**src/rtl/core/kl_pkg.sv**
```systemverilog
package kl_pkg;

	localparam int MAX_TOKEN_CHARS = 8;
	localparam int KEYWORD_COUNT   = 6;
	localparam int KW_SLOTS        = 6;
	localparam int QUEUE_DEPTH     = 4;

	localparam int KIND_W = 5;
	localparam int TEXT_W = 64;
	localparam int LEN_W  = 4;
	localparam int NUM_W  = 15;
	localparam int ROW_W  = 16;
	localparam int ACC_W  = 16;

	localparam int OUT_DATA_W = 104;
	localparam int OUT_USER_W = 6;

	localparam int NUM_LIMIT = 32767;

	typedef logic [KIND_W-1:0] kind_t;

	// token codes
	localparam kind_t TK_END    = 5'd0;
	localparam kind_t TK_IDENT  = 5'd10;
	localparam kind_t TK_NUMBER = 5'd11;
	localparam kind_t TK_MUL    = 5'd13;
	localparam kind_t TK_DIV    = 5'd14;
	localparam kind_t TK_ADD    = 5'd15;
	localparam kind_t TK_SUB    = 5'd16;
	localparam kind_t TK_COLON  = 5'd17;
	localparam kind_t TK_ASSIGN = 5'd18;
	localparam kind_t TK_GT     = 5'd20;
	localparam kind_t TK_NE     = 5'd21;
	localparam kind_t TK_LE     = 5'd22;
	localparam kind_t TK_LT     = 5'd23;
	localparam kind_t TK_GE     = 5'd24;
	localparam kind_t TK_EQ     = 5'd25;
	localparam kind_t TK_SEMI   = 5'd26;
	localparam kind_t TK_LPAREN = 5'd27;
	localparam kind_t TK_RPAREN = 5'd28;

	// characters with a meaning of their own
	localparam logic [7:0] CH_LF    = 8'h0A;
	localparam logic [7:0] CH_CR    = 8'h0D;
	localparam logic [7:0] CH_SP    = 8'h20;
	localparam logic [7:0] CH_HASH  = 8'h23;
	localparam logic [7:0] CH_LPAR  = 8'h28;
	localparam logic [7:0] CH_RPAR  = 8'h29;
	localparam logic [7:0] CH_STAR  = 8'h2A;
	localparam logic [7:0] CH_PLUS  = 8'h2B;
	localparam logic [7:0] CH_MINUS = 8'h2D;
	localparam logic [7:0] CH_SLASH = 8'h2F;
	localparam logic [7:0] CH_COLON = 8'h3A;
	localparam logic [7:0] CH_SEMI  = 8'h3B;
	localparam logic [7:0] CH_LT    = 8'h3C;
	localparam logic [7:0] CH_EQ    = 8'h3D;
	localparam logic [7:0] CH_GT    = 8'h3E;

	// keyword spellings, first character in the low byte, zero padded
	localparam logic [TEXT_W-1:0] KW_TEXT [0:KW_SLOTS-1] = '{
		64'h0000_7463_656C_6573, // select
		64'h0000_0000_6D6F_7266, // from
		64'h0000_0065_7265_6877, // where
		64'h0000_7472_6573_6E69, // insert
		64'h0000_6574_6165_7263, // create
		64'h0000_0000_0064_6E61  // and
	};
	localparam logic [LEN_W-1:0] KW_LEN [0:KW_SLOTS-1] = '{
		4'd6, 4'd4, 4'd5, 4'd6, 4'd6, 4'd3
	};

	typedef struct packed {
		kind_t              kind;
		logic               is_error;
		logic [TEXT_W-1:0]  text;
		logic [LEN_W-1:0]   len;
		logic [NUM_W-1:0]   num;
		logic [ROW_W-1:0]   row;
		logic               last;
	} token_t;

	// up to two tokens written into the queue in one cycle
	typedef struct packed {
		logic [1:0] count;
		token_t     first;
		token_t     second;
	} push_t;

endpackage

```
**src/rtl/core/kl_front.sv**
```systemverilog
module kl_front #(
	parameter int MAX_TOKEN_CHARS = kl_pkg::MAX_TOKEN_CHARS,
	parameter int KEYWORD_COUNT   = kl_pkg::KEYWORD_COUNT
) (
	input  logic            clk,
	input  logic            arst_n,
	input  logic            in_valid,
	input  logic [7:0]      in_byte,
	input  logic            room,
	output logic            in_ready,
	output kl_pkg::push_t   push
);

	localparam int BUF_W  = 8 * MAX_TOKEN_CHARS;
	localparam int CNT_W  = $clog2(MAX_TOKEN_CHARS + 2);
	localparam int LEN_W  = kl_pkg::LEN_W;
	localparam int ACC_W  = kl_pkg::ACC_W;
	localparam int ROW_W  = kl_pkg::ROW_W;
	localparam int NUM_W  = kl_pkg::NUM_W;
	localparam int TEXT_W = kl_pkg::TEXT_W;
	localparam int MUL_W  = ACC_W + 4;

	typedef enum logic [5:0] {
		MODE_IDLE   = 6'b000001,
		MODE_IDENT  = 6'b000010,
		MODE_NUMBER = 6'b000100,
		MODE_LT     = 6'b001000,
		MODE_GT     = 6'b010000,
		MODE_COLON  = 6'b100000
	} mode_t;

	mode_t              mode_q, mode_d, idle_mode;
	logic [BUF_W-1:0]   text_q, text_d;
	logic [CNT_W-1:0]   cnt_q, cnt_d;
	logic [ACC_W-1:0]   acc_q, acc_d, acc_sat;
	logic [ROW_W-1:0]   row_q, row_d;
	logic [MUL_W-1:0]   acc_x10;
	logic [LEN_W-1:0]   id_len;
	kl_pkg::kind_t      kw_kind;
	kl_pkg::token_t     pend_tok, idle_tok;
	logic               accept, letter, digit, alnum;
	logic               ident_cont, number_cont;
	logic               pend_hit, pend_done, absorbed, idle_hit, idle_emit;

	assign in_ready = room;
	assign accept   = in_valid & room;

	assign letter = ((in_byte >= 8'h61) && (in_byte <= 8'h7A)) ||
	                ((in_byte >= 8'h41) && (in_byte <= 8'h5A));
	assign digit  = (in_byte >= 8'h30) && (in_byte <= 8'h39);
	assign alnum  = letter | digit;

	assign ident_cont  = (mode_q == MODE_IDENT) && alnum;
	assign number_cont = (mode_q == MODE_NUMBER) && digit;
	assign absorbed    = ident_cont | number_cont | pend_done;
	assign idle_emit   = idle_hit & ~absorbed;

	// acc * 10 + digit, saturating one above the limit
	assign acc_x10 = (MUL_W'(acc_q) << 3) + (MUL_W'(acc_q) << 1) + MUL_W'(in_byte[3:0]);
	assign acc_sat = (acc_x10 > MUL_W'(kl_pkg::NUM_LIMIT)) ?
	                 ACC_W'(kl_pkg::NUM_LIMIT + 1) : acc_x10[ACC_W-1:0];

	assign id_len = (cnt_q > CNT_W'(MAX_TOKEN_CHARS)) ?
	                LEN_W'(MAX_TOKEN_CHARS) : LEN_W'(cnt_q);

	// keyword match, unused bytes of the buffer are always zero
	always_comb begin
		kw_kind = kl_pkg::TK_IDENT;
		for (int k = KEYWORD_COUNT - 1; k >= 0; k--) begin
			if ((cnt_q == CNT_W'(kl_pkg::KW_LEN[k])) &&
			    (TEXT_W'(text_q) == kl_pkg::KW_TEXT[k]))
				kw_kind = kl_pkg::kind_t'(k + 1);
		end
	end

	// token finished by this byte
	always_comb begin
		pend_hit  = 1'b0;
		pend_done = 1'b0;
		pend_tok  = '0;
		pend_tok.row = row_q;
		case (mode_q)
			MODE_IDENT: begin
				if (!alnum) begin
					pend_hit      = 1'b1;
					pend_tok.kind = kw_kind;
					pend_tok.text = TEXT_W'(text_q);
					pend_tok.len  = id_len;
				end
			end
			MODE_NUMBER: begin
				if (!digit) begin
					pend_hit      = 1'b1;
					pend_tok.kind = kl_pkg::TK_NUMBER;
					if (acc_q > ACC_W'(kl_pkg::NUM_LIMIT))
						pend_tok.is_error = 1'b1;
					else
						pend_tok.num = acc_q[NUM_W-1:0];
				end
			end
			MODE_LT: begin
				pend_hit = 1'b1;
				if (in_byte == kl_pkg::CH_GT) begin
					pend_done     = 1'b1;
					pend_tok.kind = kl_pkg::TK_NE;
					pend_tok.text = TEXT_W'({kl_pkg::CH_GT, kl_pkg::CH_LT});
					pend_tok.len  = LEN_W'(2);
				end else if (in_byte == kl_pkg::CH_EQ) begin
					pend_done     = 1'b1;
					pend_tok.kind = kl_pkg::TK_LE;
					pend_tok.text = TEXT_W'({kl_pkg::CH_EQ, kl_pkg::CH_LT});
					pend_tok.len  = LEN_W'(2);
				end else begin
					pend_tok.kind = kl_pkg::TK_LT;
					pend_tok.text = TEXT_W'(kl_pkg::CH_LT);
					pend_tok.len  = LEN_W'(1);
				end
			end
			MODE_GT: begin
				pend_hit = 1'b1;
				if (in_byte == kl_pkg::CH_EQ) begin
					pend_done     = 1'b1;
					pend_tok.kind = kl_pkg::TK_GE;
					pend_tok.text = TEXT_W'({kl_pkg::CH_EQ, kl_pkg::CH_GT});
					pend_tok.len  = LEN_W'(2);
				end else begin
					pend_tok.kind = kl_pkg::TK_GT;
					pend_tok.text = TEXT_W'(kl_pkg::CH_GT);
					pend_tok.len  = LEN_W'(1);
				end
			end
			MODE_COLON: begin
				pend_hit = 1'b1;
				if (in_byte == kl_pkg::CH_EQ) begin
					pend_done     = 1'b1;
					pend_tok.kind = kl_pkg::TK_ASSIGN;
					pend_tok.text = TEXT_W'({kl_pkg::CH_EQ, kl_pkg::CH_COLON});
					pend_tok.len  = LEN_W'(2);
				end else begin
					pend_tok.kind = kl_pkg::TK_COLON;
					pend_tok.text = TEXT_W'(kl_pkg::CH_COLON);
					pend_tok.len  = LEN_W'(1);
				end
			end
			default: begin
			end
		endcase
	end

	// byte seen with nothing pending
	always_comb begin
		idle_hit  = 1'b0;
		idle_mode = MODE_IDLE;
		idle_tok  = '0;
		idle_tok.row  = row_q;
		idle_tok.text = TEXT_W'(in_byte);
		idle_tok.len  = LEN_W'(1);
		if (letter) begin
			idle_mode = MODE_IDENT;
		end else if (digit) begin
			idle_mode = MODE_NUMBER;
		end else begin
			case (in_byte)
				kl_pkg::CH_SP, kl_pkg::CH_CR, kl_pkg::CH_LF: begin
				end
				kl_pkg::CH_LT:    idle_mode = MODE_LT;
				kl_pkg::CH_GT:    idle_mode = MODE_GT;
				kl_pkg::CH_COLON: idle_mode = MODE_COLON;
				kl_pkg::CH_STAR: begin
					idle_hit      = 1'b1;
					idle_tok.kind = kl_pkg::TK_MUL;
				end
				kl_pkg::CH_SLASH: begin
					idle_hit      = 1'b1;
					idle_tok.kind = kl_pkg::TK_DIV;
				end
				kl_pkg::CH_PLUS: begin
					idle_hit      = 1'b1;
					idle_tok.kind = kl_pkg::TK_ADD;
				end
				kl_pkg::CH_MINUS: begin
					idle_hit      = 1'b1;
					idle_tok.kind = kl_pkg::TK_SUB;
				end
				kl_pkg::CH_EQ: begin
					idle_hit      = 1'b1;
					idle_tok.kind = kl_pkg::TK_EQ;
				end
				kl_pkg::CH_SEMI: begin
					idle_hit      = 1'b1;
					idle_tok.kind = kl_pkg::TK_SEMI;
				end
				kl_pkg::CH_LPAR: begin
					idle_hit      = 1'b1;
					idle_tok.kind = kl_pkg::TK_LPAREN;
				end
				kl_pkg::CH_RPAR: begin
					idle_hit      = 1'b1;
					idle_tok.kind = kl_pkg::TK_RPAREN;
				end
				kl_pkg::CH_HASH: begin
					idle_hit      = 1'b1;
					idle_tok.kind = kl_pkg::TK_END;
				end
				default: begin
					// illegal character
					idle_hit          = 1'b1;
					idle_tok.kind     = kl_pkg::TK_END;
					idle_tok.is_error = 1'b1;
					idle_tok.text     = '0;
					idle_tok.len      = '0;
				end
			endcase
		end
	end

	always_comb begin
		mode_d = mode_q;
		text_d = text_q;
		cnt_d  = cnt_q;
		acc_d  = acc_q;
		row_d  = row_q;
		if (ident_cont) begin
			if (cnt_q < CNT_W'(MAX_TOKEN_CHARS)) begin
				for (int i = 0; i < MAX_TOKEN_CHARS; i++) begin
					if (cnt_q == CNT_W'(i))
						text_d[8*i +: 8] = in_byte;
				end
				cnt_d = cnt_q + CNT_W'(1);
			end else begin
				cnt_d = CNT_W'(MAX_TOKEN_CHARS + 1);
			end
		end else if (number_cont) begin
			acc_d = acc_sat;
		end else if (pend_done) begin
			mode_d = MODE_IDLE;
		end else begin
			mode_d = idle_mode;
			if (letter) begin
				text_d = BUF_W'(in_byte);
				cnt_d  = CNT_W'(1);
			end
			if (digit)
				acc_d = ACC_W'(in_byte[3:0]);
			if ((in_byte == kl_pkg::CH_LF) && (row_q != '1))
				row_d = row_q + ROW_W'(1);
			if (in_byte == kl_pkg::CH_HASH)
				row_d = ROW_W'(1);
		end
	end

	always_comb begin
		push.count = accept ? (2'(pend_hit) + 2'(idle_emit)) : 2'd0;
		push.first = pend_hit ? pend_tok : idle_tok;
		push.first.last = ~(pend_hit & idle_emit);
		push.second = idle_tok;
		push.second.last = 1'b1;
	end

	always_ff @(posedge clk or negedge arst_n) begin
		if (!arst_n) begin
			mode_q <= MODE_IDLE;
			text_q <= '0;
			cnt_q  <= '0;
			acc_q  <= '0;
			row_q  <= ROW_W'(1);
		end else if (accept) begin
			mode_q <= mode_d;
			text_q <= text_d;
			cnt_q  <= cnt_d;
			acc_q  <= acc_d;
			row_q  <= row_d;
		end
	end

endmodule

```
**src/rtl/core/kl_queue.sv**
```systemverilog
module kl_queue #(
	parameter int QUEUE_DEPTH = kl_pkg::QUEUE_DEPTH
) (
	input  logic            clk,
	input  logic            arst_n,
	input  kl_pkg::push_t   push,
	input  logic            pop,
	output logic            room,
	output logic            not_empty,
	output kl_pkg::token_t  head
);

	// depth is a power of two, at least two
	localparam int PTR_W = $clog2(QUEUE_DEPTH);
	localparam int CNT_W = $clog2(QUEUE_DEPTH + 1);

	kl_pkg::token_t     mem_q [QUEUE_DEPTH];
	logic [PTR_W-1:0]   wr_q, rd_q;
	logic [CNT_W-1:0]   count_q;
	logic [PTR_W-1:0]   wr_next;

	assign wr_next   = wr_q + PTR_W'(1);
	assign room      = count_q <= CNT_W'(QUEUE_DEPTH - 2);
	assign not_empty = count_q != '0;
	assign head      = mem_q[rd_q];

	always_ff @(posedge clk) begin
		if (push.count != 2'd0)
			mem_q[wr_q] <= push.first;
		if (push.count == 2'd2)
			mem_q[wr_next] <= push.second;
	end

	always_ff @(posedge clk or negedge arst_n) begin
		if (!arst_n) begin
			wr_q    <= '0;
			rd_q    <= '0;
			count_q <= '0;
		end else begin
			wr_q    <= wr_q + PTR_W'(push.count);
			rd_q    <= rd_q + PTR_W'(pop);
			count_q <= count_q + CNT_W'(push.count) - CNT_W'(pop);
		end
	end

endmodule

```
**src/rtl/core/kl_back.sv**
```systemverilog
module kl_back (
	input  logic            clk,
	input  logic            arst_n,
	input  kl_pkg::token_t  head,
	input  logic            not_empty,
	output logic            pop,
	output logic            out_valid,
	input  logic            out_ready,
	output kl_pkg::token_t  out_tok
);

	logic           valid_q;
	kl_pkg::token_t tok_q;

	// refill whenever the register is empty or being drained
	assign pop       = not_empty & (~valid_q | out_ready);
	assign out_valid = valid_q;
	assign out_tok   = tok_q;

	always_ff @(posedge clk or negedge arst_n) begin
		if (!arst_n) begin
			valid_q <= 1'b0;
		end else if (pop) begin
			valid_q <= 1'b1;
		end else if (out_ready) begin
			valid_q <= 1'b0;
		end
	end

	always_ff @(posedge clk) begin
		if (pop)
			tok_q <= head;
	end

endmodule

```
**src/rtl/core/keyword_lexer.sv**
```systemverilog
// channel  dir  handshake                      payload
// s_axis   in   s_axis_tvalid / s_axis_tready  tdata: in_byte
// m_axis   out  m_axis_tvalid / m_axis_tready  tdata: text, length, value, row
//                                              tuser: kind, error; tlast: last of run
//
// one byte accepted per cycle while s_axis_tready is high; a result passes the queue
// and output register. A byte that closes a pending token and makes its own gives two
// items; output register drains one per cycle, so a burst can hold s_axis_tready low
// s_axis_tready is high while the token queue has two free slots
// arst_n clears the scan state, sets the row to one and empties queue and output
module keyword_lexer #(
	parameter int MAX_TOKEN_CHARS = kl_pkg::MAX_TOKEN_CHARS,
	parameter int KEYWORD_COUNT   = kl_pkg::KEYWORD_COUNT,
	parameter int QUEUE_DEPTH     = kl_pkg::QUEUE_DEPTH
) (
	input  logic                          clk,
	input  logic                          arst_n,
	input  logic                          s_axis_tvalid,
	output logic                          s_axis_tready,
	input  logic [7:0]                    s_axis_tdata,  // in_byte
	output logic                          m_axis_tvalid,
	input  logic                          m_axis_tready,
	// token_text, text_length, number_value, row_number, zero pad
	output logic [kl_pkg::OUT_DATA_W-1:0] m_axis_tdata,
	// token_kind, is_error
	output logic [kl_pkg::OUT_USER_W-1:0] m_axis_tuser,
	output logic                          m_axis_tlast   // last_of_run
);

	kl_pkg::push_t  push;
	kl_pkg::token_t head, out_tok;
	logic           room, not_empty, pop;

	// front: classify each byte, update scan state, emit up to two tokens
	kl_front #(
		.MAX_TOKEN_CHARS (MAX_TOKEN_CHARS),
		.KEYWORD_COUNT   (KEYWORD_COUNT)
	) u_front (
		.clk      (clk),
		.arst_n   (arst_n),
		.in_valid (s_axis_tvalid),
		.in_byte  (s_axis_tdata),
		.room     (room),
		.in_ready (s_axis_tready),
		.push     (push)
	);

	// short token queue between front and back
	kl_queue #(
		.QUEUE_DEPTH (QUEUE_DEPTH)
	) u_queue (
		.clk       (clk),
		.arst_n    (arst_n),
		.push      (push),
		.pop       (pop),
		.room      (room),
		.not_empty (not_empty),
		.head      (head)
	);

	// back: output register toward the sink
	kl_back u_back (
		.clk       (clk),
		.arst_n    (arst_n),
		.head      (head),
		.not_empty (not_empty),
		.pop       (pop),
		.out_valid (m_axis_tvalid),
		.out_ready (m_axis_tready),
		.out_tok   (out_tok)
	);

	// pack the token onto the bus fields
	assign m_axis_tdata = kl_pkg::OUT_DATA_W'({out_tok.row, out_tok.num,
	                                           out_tok.len, out_tok.text});
	assign m_axis_tuser = {out_tok.is_error, out_tok.kind};
	assign m_axis_tlast = out_tok.last;

endmodule

```
**config.mk**
```make
export PLATFORM = sky130hd
export DESIGN_NAME = keyword_lexer
export DESIGN_NICKNAME = d
export VERILOG_FILES = /design/src/rtl/core/kl_pkg.sv /design/src/rtl/core/kl_front.sv /design/src/rtl/core/kl_queue.sv /design/src/rtl/core/kl_back.sv /design/src/rtl/core/keyword_lexer.sv
export SDC_FILE = /design/constraint.sdc
export NUM_CORES = 1
export LEC_CHECK = 0
export BUFFER_PORTS_ARGS = -buffer_cell sky130_fd_sc_hd__buf_2
export CORE_UTILIZATION = 52
export DETAILED_ROUTE_END_ITERATION = 7
export GPL_TIMING_DRIVEN = 0
export PLACE_DENSITY = 0.74
export SYNTH_ARGS = -nofsm -noshare
export SYNTH_HDL_FRONTEND = slang
export SYNTH_SLANG_ARGS = --single-unit
```
**constraint.sdc**
```tcl
create_clock -name clk -period 8.57 [get_ports clk]
set_clock_uncertainty 0.2 [all_clocks]
set_input_delay 0.4285 -clock clk [delete_from_list [all_inputs] [get_ports clk]]
set_output_delay 0.4285 -clock clk [all_outputs]
set_load 0.01 [all_outputs]
```
==> summary.md <==
| Metric | Value |
|---|---|
| First-pass GRT wire length | `121800 um` |
| Dpl cells | `3223` |
| Tcrit/Tclk final | `0.8202` |
| Drt pass-1 iters | `6` |
| Worst relative slew slack | `0.01521` |
| Cell variety after synth | `82` |
| Top_reg_cell synth | `dfxtp_1` |
| Final HPWL DP | `54900 um` |
| Reg clk slew, reported paths | `0.06 ns` |
| Num CTS Buffers | `68` |
| Multi-input logic area | `10980 um2` |
| Width of the chip | `232.2 um` |
| Cell area after synthesis | `27560 um2` |
| Hold Path Class | `in2reg` |
| Crit path kind | `in2reg` |
| Crit path arrival time | `7.16 ns` |
| Clock Sinks | `644` |
| Reg2Reg Launch Point | `u_front.mode_q[1]` |
| Seq cells post-synth | `644` |
| Max Buffers Root-to-Sink | `3` |
| Pins Over Slew Limit | `0` |
| Drt wl/cell | `23.46 um` |
| Register area share after synthesis | `0.5721` |
| Root Driver | `clkbuf_16` |
| Wire length on met2 | `37870 um` |
| Placer congestion estimate | `0.9478` |
| TritonCTS clock tree | `done` |
| Post-place setup slack | `1.657 ns` |
| Area Overhead vs Synth | `14.34%` |
| # setup viols final | `0` |
| Total gr overflow | `0` |
| Share of cells above drive strength 1 | `0.1644` |
| Tmin final | `7.029 ns` |
| Met3 WL | `6210 um` |
| Status | `complete, no violations` |
| Final Hold Fails | `0` |
| Worst skew pair latency | `0.61 ns` |
| DRC Markers | `0` |
| CP endpoint kind | `flip-flop` |
| Top post-synthesis cells by count | `o21ai_0 (331), nand3_1 (322), dfxtp_1 (300)` |
| Critical Path Start Type | `input pin` |
| Die area | `53920 um2` |
| Synth area leaders | `edfxtp_1 (25%), dfxtp_1 (22%), dfrtp_1 (10%), mux4_2 (8.7%), o21ai_0 (6.0%)` |
| CP Launch Point | `s_axis_tdata[6]` |
| Leading area contributor after synthesis | `edfxtp_1` |
| Die Span Y | `232.2 um` |
| Max_cap viols | `0` |
| Post-route ant nets | `0` |
| Cells after Synth | `2403` |
| Core region area | `52450 um2` |
| Final Instance Area | `31510 um2` |
| N_diodes | `0` |
| RSZ-0062 raised after global routing | `no` |
| YS warnings | `0` |
| Avg Synthesized Cell Area | `11.47 um2` |
| Worst Setup Slack, final | `1.541 ns` |
| Final core occ | `0.6008` |
| Htree depth | `3` |
| LEAKAGE | `0.01171 uW` |
| Area post-placement | `29260 um2` |
| DR vias | `21057` |
| CP max FO | `10` |
| Max layer used | `met4` |
| Initial Util | `0.5255` |
| Non-Filler Instances | `3353` |
| Final wirelength | `78680 um` |
| Largest net degree at the start of global routing | `66` |
| Hold path startpoint | `s_axis_tvalid` |
| GRT Util Overall | `0.2964` |
| Max Freq | `142.3 MHz` |
| Initial antenna violation count | `1` |
| FP Rows | `84` |
| Vias in the first global route | `21095` |
| DRT iter0 DRCs | `2302` |
| I/O Buffers | `119` |
| Nets | `2667` |
| Register area | `15770 um2` |
| Post-synth EDFFs | `230` |
| Post-CTS sizing | `0` |
| M1 wire length | `30940 um` |
| # IOs | `125` |
| Worst vdd ir | `0.2092 mV` |
| Area share of the largest cell type after synthesis | `0.2506` |
| Async SR Flop Fraction | `0.1770` |
| Vias per cell | `6.280` |
| Most common cell in the netlist | `o21ai_0` |
| PD cells | `272.2 nW/um2` |
| Worst Tran Pin Value | `1.477 ns` |
| WP data required | `8.70 ns` |
| Fillers | `4238` |
| Setup TNS | `0 ns` |
[per-stage QoR]
| stage | hold slack, ns | power [uW] |
|---|---|---|
| final | 0.06657 | 8578 |
| after global routing | 0.07411 | 8892 |
| after CTS | 0.04670 | 8610 |
| after detailed placement | 0.1982 | 5710 |
| after global placement | 0.2426 | 5676 |
| after floorplan | -0.06709 | 4954 |
[cells in the final DEF, fill, tap and decap left out, types with 8 or more instances in the layout]
cell type,n
nand4_1,17
nor2b_1,10
a22o_1,31
clkbuf_16,73
a21oi_1,71
nand3_1,322
o22ai_1,27
clkinv_1,9
clkinv_2,10
xnor2_1,19
nor2_1,62
nor3_1,26
and3_1,9
a21o_1,10
nand2_1,153
or3_1,12
nand2b_1,15
clkbuf_1,135
and2_1,69
mux2_2,57
o21ai_0,331
nor4_1,22
buf_2,134
ha_1,42
inv_1,28
buf_1,43
mux4_2,106
o31ai_1,8
edfxtp_1,230
dfxtp_1,300
a31oi_1,9
dfrtp_1,112
[flip-flops by register name, indices dropped and copies added, names as in the netlist]
register          flops
u_back.out_tok      106
u_back.out_valid      1
u_front.acc_q        16
u_front.cnt_q         4
u_front.mode_q        6
u_front.row_q        16
u_front.text_q       64
u_queue.count_q       3
u_queue.mem_q       424
u_queue.rd_q          2
u_queue.wr_q          2
[routing by layer]
| layer | track usage | up-vias |
|---|---|---|
| met5 | 0 | - |
| met4 | 0.1390 | 0 |
| met3 | 0.06152 | 206 |
| met2 | 0.4840 | 1001 |
| met1 | 0.3775 | 10452 |
| li1 | - | 9398 |
[power breakdown]
| part | switching [uW] | total (uW) | internal, uW |
|---|---|---|---|
| Combinational | 1260 | 1940 | 687 |
| Sequential | 161 | 3720 | 3560 |
| Clock | 1220 | 2920 | 1700 |
[path summary, 6_finish.rpt]
check | to | slack (ns) | depth (start not counted)
max | u_queue.mem_q[2][32] | 1.54 | 16
max in group asynchronous | u_front.mode_q[0] | 7.31 | 3
min reg2reg | u_queue.mem_q[3][77] | 0.27 | 2
min in group asynchronous | u_front.acc_q[7] | 0.12 | 2
min | u_queue.wr_q[0] | 0.07 | 3
max reg2reg | u_queue.mem_q[2][32] | 1.71 | 14
[worst max-delay path, stage by stage]
cell           delay, ns
dlygate4sd3_1       0.55
buf_2               0.20
and4bb_2            0.33
buf_2               0.20
nand4_1             0.29
a21oi_1             1.13
nor2b_1             0.11
ha_1                0.32
clkbuf_1            0.25
nor2_1              0.22
or3_1               0.13
clkbuf_1            0.78
clkbuf_1            0.80
clkbuf_1            0.66
buf_1               0.56
o22ai_1             0.19
[logic make-up after synthesis]
kind of cell	synth area share
buffers and inverters	0.03055
and+or+nand+nor	0.1455
AOI/OAI and AO/OA	0.1115
xor gates and xnor gates	0.008263
other	0.0001361
muxes	0.1106
adders and majority gates	0.02125
DFF	0.5721
[area by class of cell]
type / count / share of cell area
buffer: 184 / 0.02355
clock buffer: 98 / 0.06254
clock inverter: 27 / 0.007465
inverter: 28 / 0.003335
multi-input combinational: 1551 / 0.3483
sequential: 644 / 0.5004
tap: 688 / 0.02732
timing repair buffer: 133 / 0.02712
[repair_timing]
action	4_1_cts	5_1_grt
hold endpoints to repair	61	0
endpoints found under the setup margin	0	0
setup buffers	0	0
hold buffers	5	0
Power figures use the tool's default switching activity.
